<file path="src/hw/rtl/svhs_pkg.sv">
// Shared types and codes for the servo head safety supervisor.
// Used by svhs_duty and servo_head_safety_supervisor; no dependencies.
package svhs_pkg;

  // Request codes; 9..14 are unknown and fall to a default arm
  typedef enum logic [3:0] {
    REQ_TICK     = 4'd0,
    REQ_PING     = 4'd1,
    REQ_STATUS   = 4'd2,
    REQ_ESTOP    = 4'd3,
    REQ_CLEAR    = 4'd4,
    REQ_CENTER   = 4'd5,
    REQ_MOVE     = 4'd6,
    REQ_LIGHT    = 4'd7,
    REQ_RESERVED = 4'd8,
    REQ_MISSING  = 4'd15
  } req_t;

  typedef enum logic [3:0] {
    ST_OK       = 4'd0,
    ST_TICK     = 4'd1,
    ST_BAD      = 4'd2,
    ST_ESTOP    = 4'd3,
    ST_LINK     = 4'd4,
    ST_CONFIRM  = 4'd5,
    ST_YAW      = 4'd6,
    ST_PITCH    = 4'd7,
    ST_RESERVED = 4'd8,
    ST_UNKNOWN  = 4'd9
  } status_t;

  typedef enum logic [2:0] {
    CFG_YAW_MIN   = 3'd0,
    CFG_YAW_MAX   = 3'd1,
    CFG_PITCH_MIN = 3'd2,
    CFG_PITCH_MAX = 3'd3,
    CFG_WARN      = 3'd4,
    CFG_STOP      = 3'd5
  } cfg_idx_t;

  typedef struct packed {
    logic               start;
    logic signed [15:0] yaw;
    logic signed [15:0] pitch;
  } duty_req_t;

  typedef struct packed {
    logic        done;
    logic [15:0] yaw_duty;
    logic [15:0] pitch_duty;
  } duty_rsp_t;

endpackage

</file>
<file path="src/hw/rtl/svhs_duty.sv">
// PWM duty unit: turns the two stored angles into servo duty values.
// One shared multiplier, five steps per axis. Depends on svhs_pkg.
module svhs_duty #(
  parameter int DUTY_BITS = 16
) (
  input  logic                  clk,
  input  logic                  rst,
  input  svhs_pkg::duty_req_t   req,
  output svhs_pkg::duty_rsp_t   rsp
);
  import svhs_pkg::*;

  // pulse*full-scale stays below 2000 * 2^DUTY_BITS
  localparam int PW  = DUTY_BITS + 11;
  localparam int KSH = PW;
  localparam int MBW = (DUTY_BITS > 16) ? DUTY_BITS : 16;
  localparam int PRW = PW + MBW;

  localparam logic [15:0] ANGLE_LIM  = 16'd9000;
  localparam logic [10:0] PULSE_BASE = 11'd1000;
  localparam logic [15:0] RECIP_18   = 16'd58255;   // ceil(2^20 / 18)
  localparam int          SHIFT_18   = 20;
  localparam logic [63:0] PERIOD_US  = 64'd20000;
  localparam logic [63:0] RECIP_PER  = (64'd1 << KSH) / PERIOD_US;
  localparam logic [63:0] FULL_SCALE = (64'd1 << DUTY_BITS) - 64'd1;

  localparam logic [2:0] STEP_DIV18  = 3'd0;
  localparam logic [2:0] STEP_SCALE  = 3'd1;
  localparam logic [2:0] STEP_RECIP  = 3'd2;
  localparam logic [2:0] STEP_BACK   = 3'd3;
  localparam logic [2:0] STEP_FIX    = 3'd4;

  typedef enum logic {D_IDLE, D_RUN} dstate_t;

  dstate_t            state;
  logic [2:0]         step;
  logic               axis;
  logic signed [15:0] yaw_in;
  logic signed [15:0] pitch_in;
  logic [PRW-1:0]     prod;
  logic [PW-1:0]      preg;
  logic [DUTY_BITS-1:0] qreg;
  logic               done;
  logic [15:0]        yaw_duty;
  logic [15:0]        pitch_duty;

  logic signed [15:0] ang;
  logic signed [15:0] clamped;
  logic signed [16:0] shifted;
  logic [14:0]        ang_u;
  logic [10:0]        pulse;
  logic [PW-1:0]      mul_a;
  logic [MBW-1:0]     mul_b;
  logic [PW-1:0]      rem;
  logic [31:0]        dwide;
  logic [15:0]        dsat;

  always_comb begin
    ang = axis ? pitch_in : yaw_in;
    if (ang > $signed(ANGLE_LIM)) begin
      clamped = $signed(ANGLE_LIM);
    end else if (ang < -$signed(ANGLE_LIM)) begin
      clamped = -$signed(ANGLE_LIM);
    end else begin
      clamped = ang;
    end
    // offset to 0..18000 so the divide by 18 is unsigned
    shifted = 17'(clamped) + 17'(ANGLE_LIM);
    ang_u   = shifted[14:0];
    pulse   = PULSE_BASE + 11'(prod[SHIFT_18 +: 10]);
  end

  always_comb begin
    case (step)
      STEP_DIV18: begin
        mul_a = PW'(ang_u);
        mul_b = MBW'(RECIP_18);
      end
      STEP_SCALE: begin
        mul_a = PW'(pulse);
        mul_b = MBW'(FULL_SCALE);
      end
      STEP_RECIP: begin
        mul_a = prod[PW-1:0];
        mul_b = MBW'(RECIP_PER);
      end
      STEP_BACK: begin
        mul_a = PW'(prod[KSH +: DUTY_BITS]);
        mul_b = MBW'(PERIOD_US);
      end
      default: begin
        mul_a = '0;
        mul_b = '0;
      end
    endcase
  end

  // quotient estimate is at most one low; one compare fixes it
  always_comb begin
    rem   = preg - prod[PW-1:0];
    dwide = 32'(qreg) + 32'(rem >= PW'(PERIOD_US));
    dsat  = (dwide > 32'h0000_FFFF) ? 16'hFFFF : dwide[15:0];
  end

  always_ff @(posedge clk) begin
    prod <= mul_a * mul_b;
    if (rst) begin
      state <= D_IDLE;
      step  <= STEP_DIV18;
      axis  <= 1'b0;
      done  <= 1'b0;
    end else begin
      done <= 1'b0;
      unique case (state)
        D_IDLE: begin
          if (req.start) begin
            yaw_in   <= req.yaw;
            pitch_in <= req.pitch;
            step     <= STEP_DIV18;
            axis     <= 1'b0;
            state    <= D_RUN;
          end
        end
        D_RUN: begin
          if (step == STEP_RECIP) begin
            preg <= prod[PW-1:0];
          end
          if (step == STEP_BACK) begin
            qreg <= prod[KSH +: DUTY_BITS];
          end
          if (step == STEP_FIX) begin
            step <= STEP_DIV18;
            if (axis) begin
              pitch_duty <= dsat;
              done       <= 1'b1;
              state      <= D_IDLE;
            end else begin
              yaw_duty <= dsat;
              axis     <= 1'b1;
            end
          end else begin
            step <= step + 3'd1;
          end
        end
        default: state <= D_IDLE;
      endcase
    end
  end

  assign rsp.done       = done;
  assign rsp.yaw_duty   = yaw_duty;
  assign rsp.pitch_duty = pitch_duty;

endmodule

</file>
<file path="src/hw/rtl/servo_head_safety_supervisor.sv">
// Servo head safety supervisor: one status item for every tick or command item.
// Depends on svhs_pkg and svhs_duty.
//
// Each item is a one-millisecond tick or a decoded command. The block keeps the
// emergency-stop, link-degraded, servo-enable and LED flags, the stored yaw and
// pitch angles and a saturating heartbeat age, and returns one result item per
// input item with the flags, angles, age and a PWM duty for each angle. The flags
// and angles update at the accepting edge; the result then passes through S_KICK,
// which starts the duty unit, then the duty unit (five passes of its single
// shared multiplier per axis), then the load of the output register. The next item
// is taken in the cycle after the result is loaded, even while that result still
// waits on out_stall; no item is taken before the last result is loaded. The user
// must make configuration writes only while idle; the block does not enforce it.
module servo_head_safety_supervisor #(
  parameter int DUTY_BITS = 16
) (
  input  logic        clk,
  input  logic        rst,
  // configuration
  input  logic        cfg_we,
  input  logic [2:0]  cfg_index,
  input  logic [15:0] cfg_data,
  // input items
  input  logic        in_valid,
  output logic        in_stall,
  input  logic [3:0]  req_type,
  input  logic        yaw_present,
  input  logic signed [15:0] yaw_angle,
  input  logic        pitch_present,
  input  logic signed [15:0] pitch_angle,
  input  logic        operator_ok,
  input  logic [15:0] brightness,
  // result items
  output logic        out_valid,
  input  logic        out_stall,
  output logic [3:0]  status,
  output logic        stop_active,
  output logic        link_stale,
  output logic        drive_on,
  output logic        led_on,
  output logic signed [15:0] yaw_now,
  output logic signed [15:0] pitch_now,
  output logic [15:0] yaw_duty,
  output logic [15:0] pitch_duty,
  output logic [31:0] beat_age
);
  import svhs_pkg::*;

  typedef enum logic [1:0] {S_IDLE, S_KICK, S_CALC, S_HOLD} state_t;

  localparam logic [15:0] LIGHT_THRESH = 16'd10;

  state_t state;

  logic signed [15:0] yaw_min;
  logic signed [15:0] yaw_max;
  logic signed [15:0] pitch_min;
  logic signed [15:0] pitch_max;
  logic [15:0]        warn_limit_ms;
  logic [15:0]        stop_limit_ms;

  logic               stop_flag, stale_flag, drive_flag, lamp_flag;
  logic signed [15:0] yaw_store, pitch_store;
  logic [31:0]        age_count;
  status_t            status_reg;

  logic               stop_next, stale_next, drive_next, lamp_next;
  logic signed [15:0] yaw_next, pitch_next;
  logic [31:0]        age_next;
  status_t            status_next;
  logic signed [15:0] yaw_try, pitch_try;

  duty_req_t duty_req;
  duty_rsp_t duty_rsp;

  logic in_take;
  logic out_free;
  logic load_out;

  assign in_stall = (state != S_IDLE);
  assign in_take  = in_valid && !in_stall;
  assign out_free = !out_valid || !out_stall;
  assign load_out = out_free && ((state == S_CALC && duty_rsp.done) || state == S_HOLD);

  always_ff @(posedge clk) begin
    if (rst) begin
      yaw_min       <= -16'sd9000;
      yaw_max       <= 16'sd9000;
      pitch_min     <= -16'sd9000;
      pitch_max     <= 16'sd9000;
      warn_limit_ms <= 16'd1000;
      stop_limit_ms <= 16'd3000;
    end else if (cfg_we) begin
      unique case (cfg_index)
        CFG_YAW_MIN:   yaw_min       <= cfg_data;
        CFG_YAW_MAX:   yaw_max       <= cfg_data;
        CFG_PITCH_MIN: pitch_min     <= cfg_data;
        CFG_PITCH_MAX: pitch_max     <= cfg_data;
        CFG_WARN:      warn_limit_ms <= cfg_data;
        CFG_STOP:      stop_limit_ms <= cfg_data;
        default: ;
      endcase
    end
  end

  always_comb begin
    stop_next   = stop_flag;
    stale_next  = stale_flag;
    drive_next  = drive_flag;
    lamp_next   = lamp_flag;
    yaw_next    = yaw_store;
    pitch_next  = pitch_store;
    age_next    = age_count;
    status_next = ST_OK;
    yaw_try     = yaw_present ? yaw_angle : yaw_store;
    pitch_try   = pitch_present ? pitch_angle : pitch_store;

    if (req_type == REQ_TICK) begin
      if (age_count != 32'hFFFF_FFFF) begin
        age_next = age_count + 32'd1;
      end
      if (age_next > 32'(warn_limit_ms)) begin
        stale_next = 1'b1;
      end
      if (age_next > 32'(stop_limit_ms) && !stop_flag) begin
        drive_next = 1'b0;
        lamp_next  = 1'b1;
      end
      status_next = ST_TICK;
    end else begin
      // any command refreshes the heartbeat first
      age_next   = '0;
      stale_next = 1'b0;
      case (req_type) inside
        REQ_PING, REQ_STATUS: status_next = ST_OK;
        REQ_ESTOP: begin
          stop_next  = 1'b1;
          drive_next = 1'b0;
          lamp_next  = 1'b1;
        end
        REQ_CLEAR: begin
          if (!operator_ok) begin
            status_next = ST_CONFIRM;
          end else begin
            stop_next  = 1'b0;
            drive_next = 1'b1;
            lamp_next  = 1'b0;
          end
        end
        REQ_CENTER, REQ_MOVE: begin
          if (stop_flag) begin
            status_next = ST_ESTOP;
          end else if (stale_next) begin
            status_next = ST_LINK;
          end else if (req_type == REQ_CENTER) begin
            yaw_next   = '0;
            pitch_next = '0;
          end else if (yaw_try < yaw_min || yaw_try > yaw_max) begin
            status_next = ST_YAW;
          end else if (pitch_try < pitch_min || pitch_try > pitch_max) begin
            status_next = ST_PITCH;
          end else begin
            yaw_next   = yaw_try;
            pitch_next = pitch_try;
          end
        end
        REQ_LIGHT:    lamp_next   = (brightness > LIGHT_THRESH);
        REQ_RESERVED: status_next = ST_RESERVED;
        REQ_MISSING:  status_next = ST_BAD;
        default:      status_next = ST_UNKNOWN;
      endcase
    end
  end

  always_ff @(posedge clk) begin
    if (rst) begin
      state       <= S_IDLE;
      stop_flag   <= 1'b0;
      stale_flag  <= 1'b0;
      drive_flag  <= 1'b1;
      lamp_flag   <= 1'b0;
      yaw_store   <= '0;
      pitch_store <= '0;
      age_count   <= '0;
      out_valid   <= 1'b0;
    end else begin
      if (load_out) begin
        out_valid    <= 1'b1;
        status       <= status_reg;
        stop_active  <= stop_flag;
        link_stale   <= stale_flag;
        drive_on     <= drive_flag;
        led_on       <= lamp_flag;
        yaw_now      <= yaw_store;
        pitch_now    <= pitch_store;
        yaw_duty     <= duty_rsp.yaw_duty;
        pitch_duty   <= duty_rsp.pitch_duty;
        beat_age     <= age_count;
      end else if (out_valid && !out_stall) begin
        out_valid <= 1'b0;
      end
      unique case (state)
        S_IDLE: begin
          if (in_take) begin
            stop_flag   <= stop_next;
            stale_flag  <= stale_next;
            drive_flag  <= drive_next;
            lamp_flag   <= lamp_next;
            yaw_store   <= yaw_next;
            pitch_store <= pitch_next;
            age_count   <= age_next;
            status_reg  <= status_next;
            state       <= S_KICK;
          end
        end
        S_KICK: state <= S_CALC;
        S_CALC: begin
          if (duty_rsp.done) begin
            state <= load_out ? S_IDLE : S_HOLD;
          end
        end
        S_HOLD: begin
          if (load_out) begin
            state <= S_IDLE;
          end
        end
        default: state <= S_IDLE;
      endcase
    end
  end

  assign duty_req.start = (state == S_KICK);
  assign duty_req.yaw   = yaw_store;
  assign duty_req.pitch = pitch_store;

  svhs_duty #(
    .DUTY_BITS(DUTY_BITS)
  ) u_duty (
    .clk (clk),
    .rst (rst),
    .req (duty_req),
    .rsp (duty_rsp)
  );

endmodule
</file>
<file path="config.mk">
export PLATFORM = sky130hd
export DESIGN_NAME = servo_head_safety_supervisor
export DESIGN_NICKNAME = d
export VERILOG_FILES = /design/src/hw/rtl/svhs_pkg.sv /design/src/hw/rtl/svhs_duty.sv /design/src/hw/rtl/servo_head_safety_supervisor.sv
export SDC_FILE = /design/constraint.sdc
export NUM_CORES = 2
export LEC_CHECK = 0
export ABC_CLOCK_PERIOD_IN_PS = 29700
export BUFFER_PORTS_ARGS = -buffer_cell sky130_fd_sc_hd__buf_2
export CAP_MARGIN = 15
export CORE_MARGIN = 8
export CORE_UTILIZATION = 40
export DETAILED_ROUTE_END_ITERATION = 12
export MAX_ROUTING_LAYER = met4
export PLACE_DENSITY = 0.55
export SLEW_MARGIN = 20
export SYNTH_ARGS = -nofsm -noshare
export SYNTH_HDL_FRONTEND = slang
export SYNTH_SLANG_ARGS = --single-unit
</file>
<file path="constraint.sdc">
create_clock -name clk -period 29.7 [get_ports clk]
set_clock_uncertainty 0.2 [all_clocks]
set_input_delay 2.97 -clock clk [delete_from_list [all_inputs] [get_ports clk]]
set_output_delay 2.97 -clock clk [all_outputs]
set_load 0.05 [all_outputs]
</file>
==> reports/results.tsv <==
metric	value	unit
CTS tree	yes	
Avg Cell Area, Syn	9.63	um2
GR Overflow Total	0	
slowest CP cell	dfxtp_2	
die span in y	304	um
clk sinks	431	
period utilisation layout	35.3	%
worst setup margin	19.21	ns
Leak	16.6	nW
Slew Limit Fails	0	
sequential power share	22.3	%
most flop-heavy register	u_duty.prod	
clock buffer depth	3	
total global-route track usage	21.5	%
Largest register FFs	43	
Largest delay share family, worst path	adder cells	
pre-CTS setup slack	19.20	ns
largest net degree at the start of global routing	73	
most common cell in the netlist	inv_1	
critical path buffer and inverter count	4	
Inst Count DP	4599	
initial DRC count	1923	
DRC Markers	0	
Core ar.	0.0821	mm2
H-tree depth	2	
share of Yosys cell area claimed by the top area cell type	21.0	%
P_sw	1.48	mW
drt via density	5.32	
Slew @ Worst Pin	1.11	ns
post_cts resized	0	
Post-synth EDFFs	215	
hold buffer count at cts	0	
Worst path max stage delay	0.84	ns
Die W	304	um
starting density of the core	40.5	%
initial antenna violation count	9	
Clk pwr share	17.7	%
worst vdd ir	0.000156	V
Final Hold Viols	0	
Cell variety after synth	81	
Crit Path Category	reg2reg	
mux share of post-synthesis cell area	1.89	%
via count	25000	
most used cell along the critical path	fa_1	
Initial DRT Pass Iterations	6	
antenna viol nets, final	0	
outcome	complete, no violations	
sequential fraction of the synthesis area	32.4	%
Critical Path Start Type	flip-flop	
maximum fanout along the worst path	39	
number of synthesized register bits	431	
area leader, netlist	fa_1	
Power Internal	1.81	mW
Cell Area, Synth	0.0332	mm2
Finished Layout Cells	4694	
io pins	185	
Synth-to-Final Area Change	10.7	%
ys async rst share	0	%
root buffer cell	clkbuf_16	
Die Area	0.0925	mm2
Fmax	95.3	MHz
commonest cells in the netlist	576 x inv_1, 407 x nand2_1, 348 x fa_1, 245 x ha_1, 232 x nor2_1	
first-pass GRT wire length	151	mm
Top Registers	u_duty.prod (43), age_count (32), beat_age (32)	
# rows	105	
IO buf count	184	
critical path endpoint category	flip-flop	
total clock buffers created by CTS	47	
wire per inst	21.2	um
syn nets	4121	
Comb pwr share	60.0	%
setup bufs post-CTS	0	
Power Density	89.5	mW/mm2
ratio of cells with drive above 1 in the final layout	10.2	%
Sw Ratio	44.9	%
cells after synthesis	3449	
Synth Area in Adders	30.2	%
top cells by area, synth	fa_1 21%, edfxtp_1 19%, dfxtp_1 13%, ha_1 9.2%, inv_1 6.5%	
final WL	99.4	mm
Setup-failing EPs final	0	
Tmin final	10.49	ns
vias in the first global route	24800	
top_reg_cell synth	dfxtp_1	
clk_lat worst skew	0.60	ns
post-synthesis compound-gate area fraction	11.0	%
Rel. slew slack	26.1	%
maxcap violations	0	
TNS Setup	0	ns
worst path arrival time	10.76	ns
routability cong.	1.00	
XOR/XNOR Fraction of Synth Area	2.16	%
fin nets	4250	
simple-gate share of the synthesized area	14.2	%
RSZ-0062 raised after global routing	no	
worst path required time	29.97	ns
Syn. warnings	0	
Worst Hold Class	reg2reg	
Filler cells	7968	
largest family of logic cells by synthesized area	adder cells	
dpl hpwl	78.5	mm
Worst-path clk slew	0.06	ns
cells by family (layout without fill, tap and decap cells):
group / count (synthesis) / after routing
adders and majority gates: 593 / 593
buffers and inverters: 718 / 886
and+or+nand+nor: 1010 / 1010
AOI/OAI and AO/OA: 557 / 557
other: 0 / 7
DFF: 431 / 431
xor gates and xnor gates: 82 / 82
muxes: 58 / 58
through the flow:
stage / utilization, % / area (um2) / hold WS [ns] / power (mW)
2_1_floorplan: - / 33200 / 0.200 / 2.22
6_report: 44.8 / 36800 / 0.214 / 3.29
4_1_cts: 44.7 / 36700 / 0.219 / 3.32
5_1_grt: 44.8 / 36800 / 0.221 / 3.59
3_3_place_gp: 42.9 / 35200 / 0.201 / 2.73
3_5_place_dp: 42.9 / 35200 / 0.205 / 2.72
worst register-to-register path, delay by kind of cell, from the launching register on:
kind / cells / cell delay, ns
adder cells (fa/ha/maj): 8 / 3.87
multiplexers: 1 / 0.28
AND/OR/NAND/NOR: 9 / 2.09
flip-flops: 1 / 0.84
XOR/XNOR: 1 / 0.12
AO/OA/AOI/OAI: 12 / 2.57
buffers and inverters: 4 / 0.41
cell type report:
cell class / count / area (um2) / share of cell area (%)
multi-input cells: 2300 / 19800 / 53.8
flip-flops and latches: 431 / 10800 / 29.3
inverters: 590 / 2210 / 6.02
well taps: 1070 / 1340 / 3.64
clock buffers: 65 / 1320 / 3.58
repair buffers: 208 / 1100 / 3.00
clock inverters: 23 / 214 / 0.582
diodes: 7 / 17.5 / 0.0476
power groups by stage:
stage	Combinational (mW)	Sequential, mW	Clock (mW)
after floorplan	1.50	0.718	0
after global placement	1.99	0.747	0
after detailed placement	1.98	0.747	0
after CTS	1.99	0.734	0.593
after global routing	2.24	0.737	0.615
final	1.97	0.735	0.581
cells in the final DEF, fill, tap and decap left out, types with 15 or more instances in the layout:
cell type,Yosys,final
inv_1,576,575
nand2_1,407,407
fa_1,348,348
ha_1,245,245
nor2_1,232,228
dfxtp_1,216,215
edfxtp_1,215,215
buf_2,2,183
a21oi_1,168,168
nand3_1,94,94
o21ai_0,88,88
xnor2_1,50,50
clkbuf_16,0,48
nor3_1,49,46
o211ai_1,45,45
a21o_1,44,44
mux2_2,37,37
nand4_1,34,34
and3_1,33,33
xor2_1,32,32
nor4b_1,32,32
a22oi_1,28,28
buf_4,3,25
o21a_1,24,24
nand2b_1,22,22
mux2i_1,21,21
o21ai_1,18,18
a31oi_1,18,18
o311ai_0,18,18
a211oi_1,16,16
nor4_1,16,15
nor2b_1,16,15
inv_2,14,15
and2_1,15,15
final timing paths:
check,start,to,slack [ns],depth (start not counted)
hold / removal,u_duty.pitch_duty[0],pitch_duty[0],0.21,0
hold reg to reg,u_duty.pitch_duty[0],pitch_duty[0],0.21,0
setup / recovery,u_duty.axis,u_duty.prod[42],19.21,35
setup reg to reg,u_duty.axis,u_duty.prod[42],19.21,35
layer usage:
layer	global-route usage [%]	part of all wire, %	wire, um
met1	28.2	44	43500
met5	-	0	0
met3	4.21	7.6	7540
met4	5.14	2.3	2280
met2	34.2	46	46000
No activity file was read; power rests on OpenSTA's default activity.
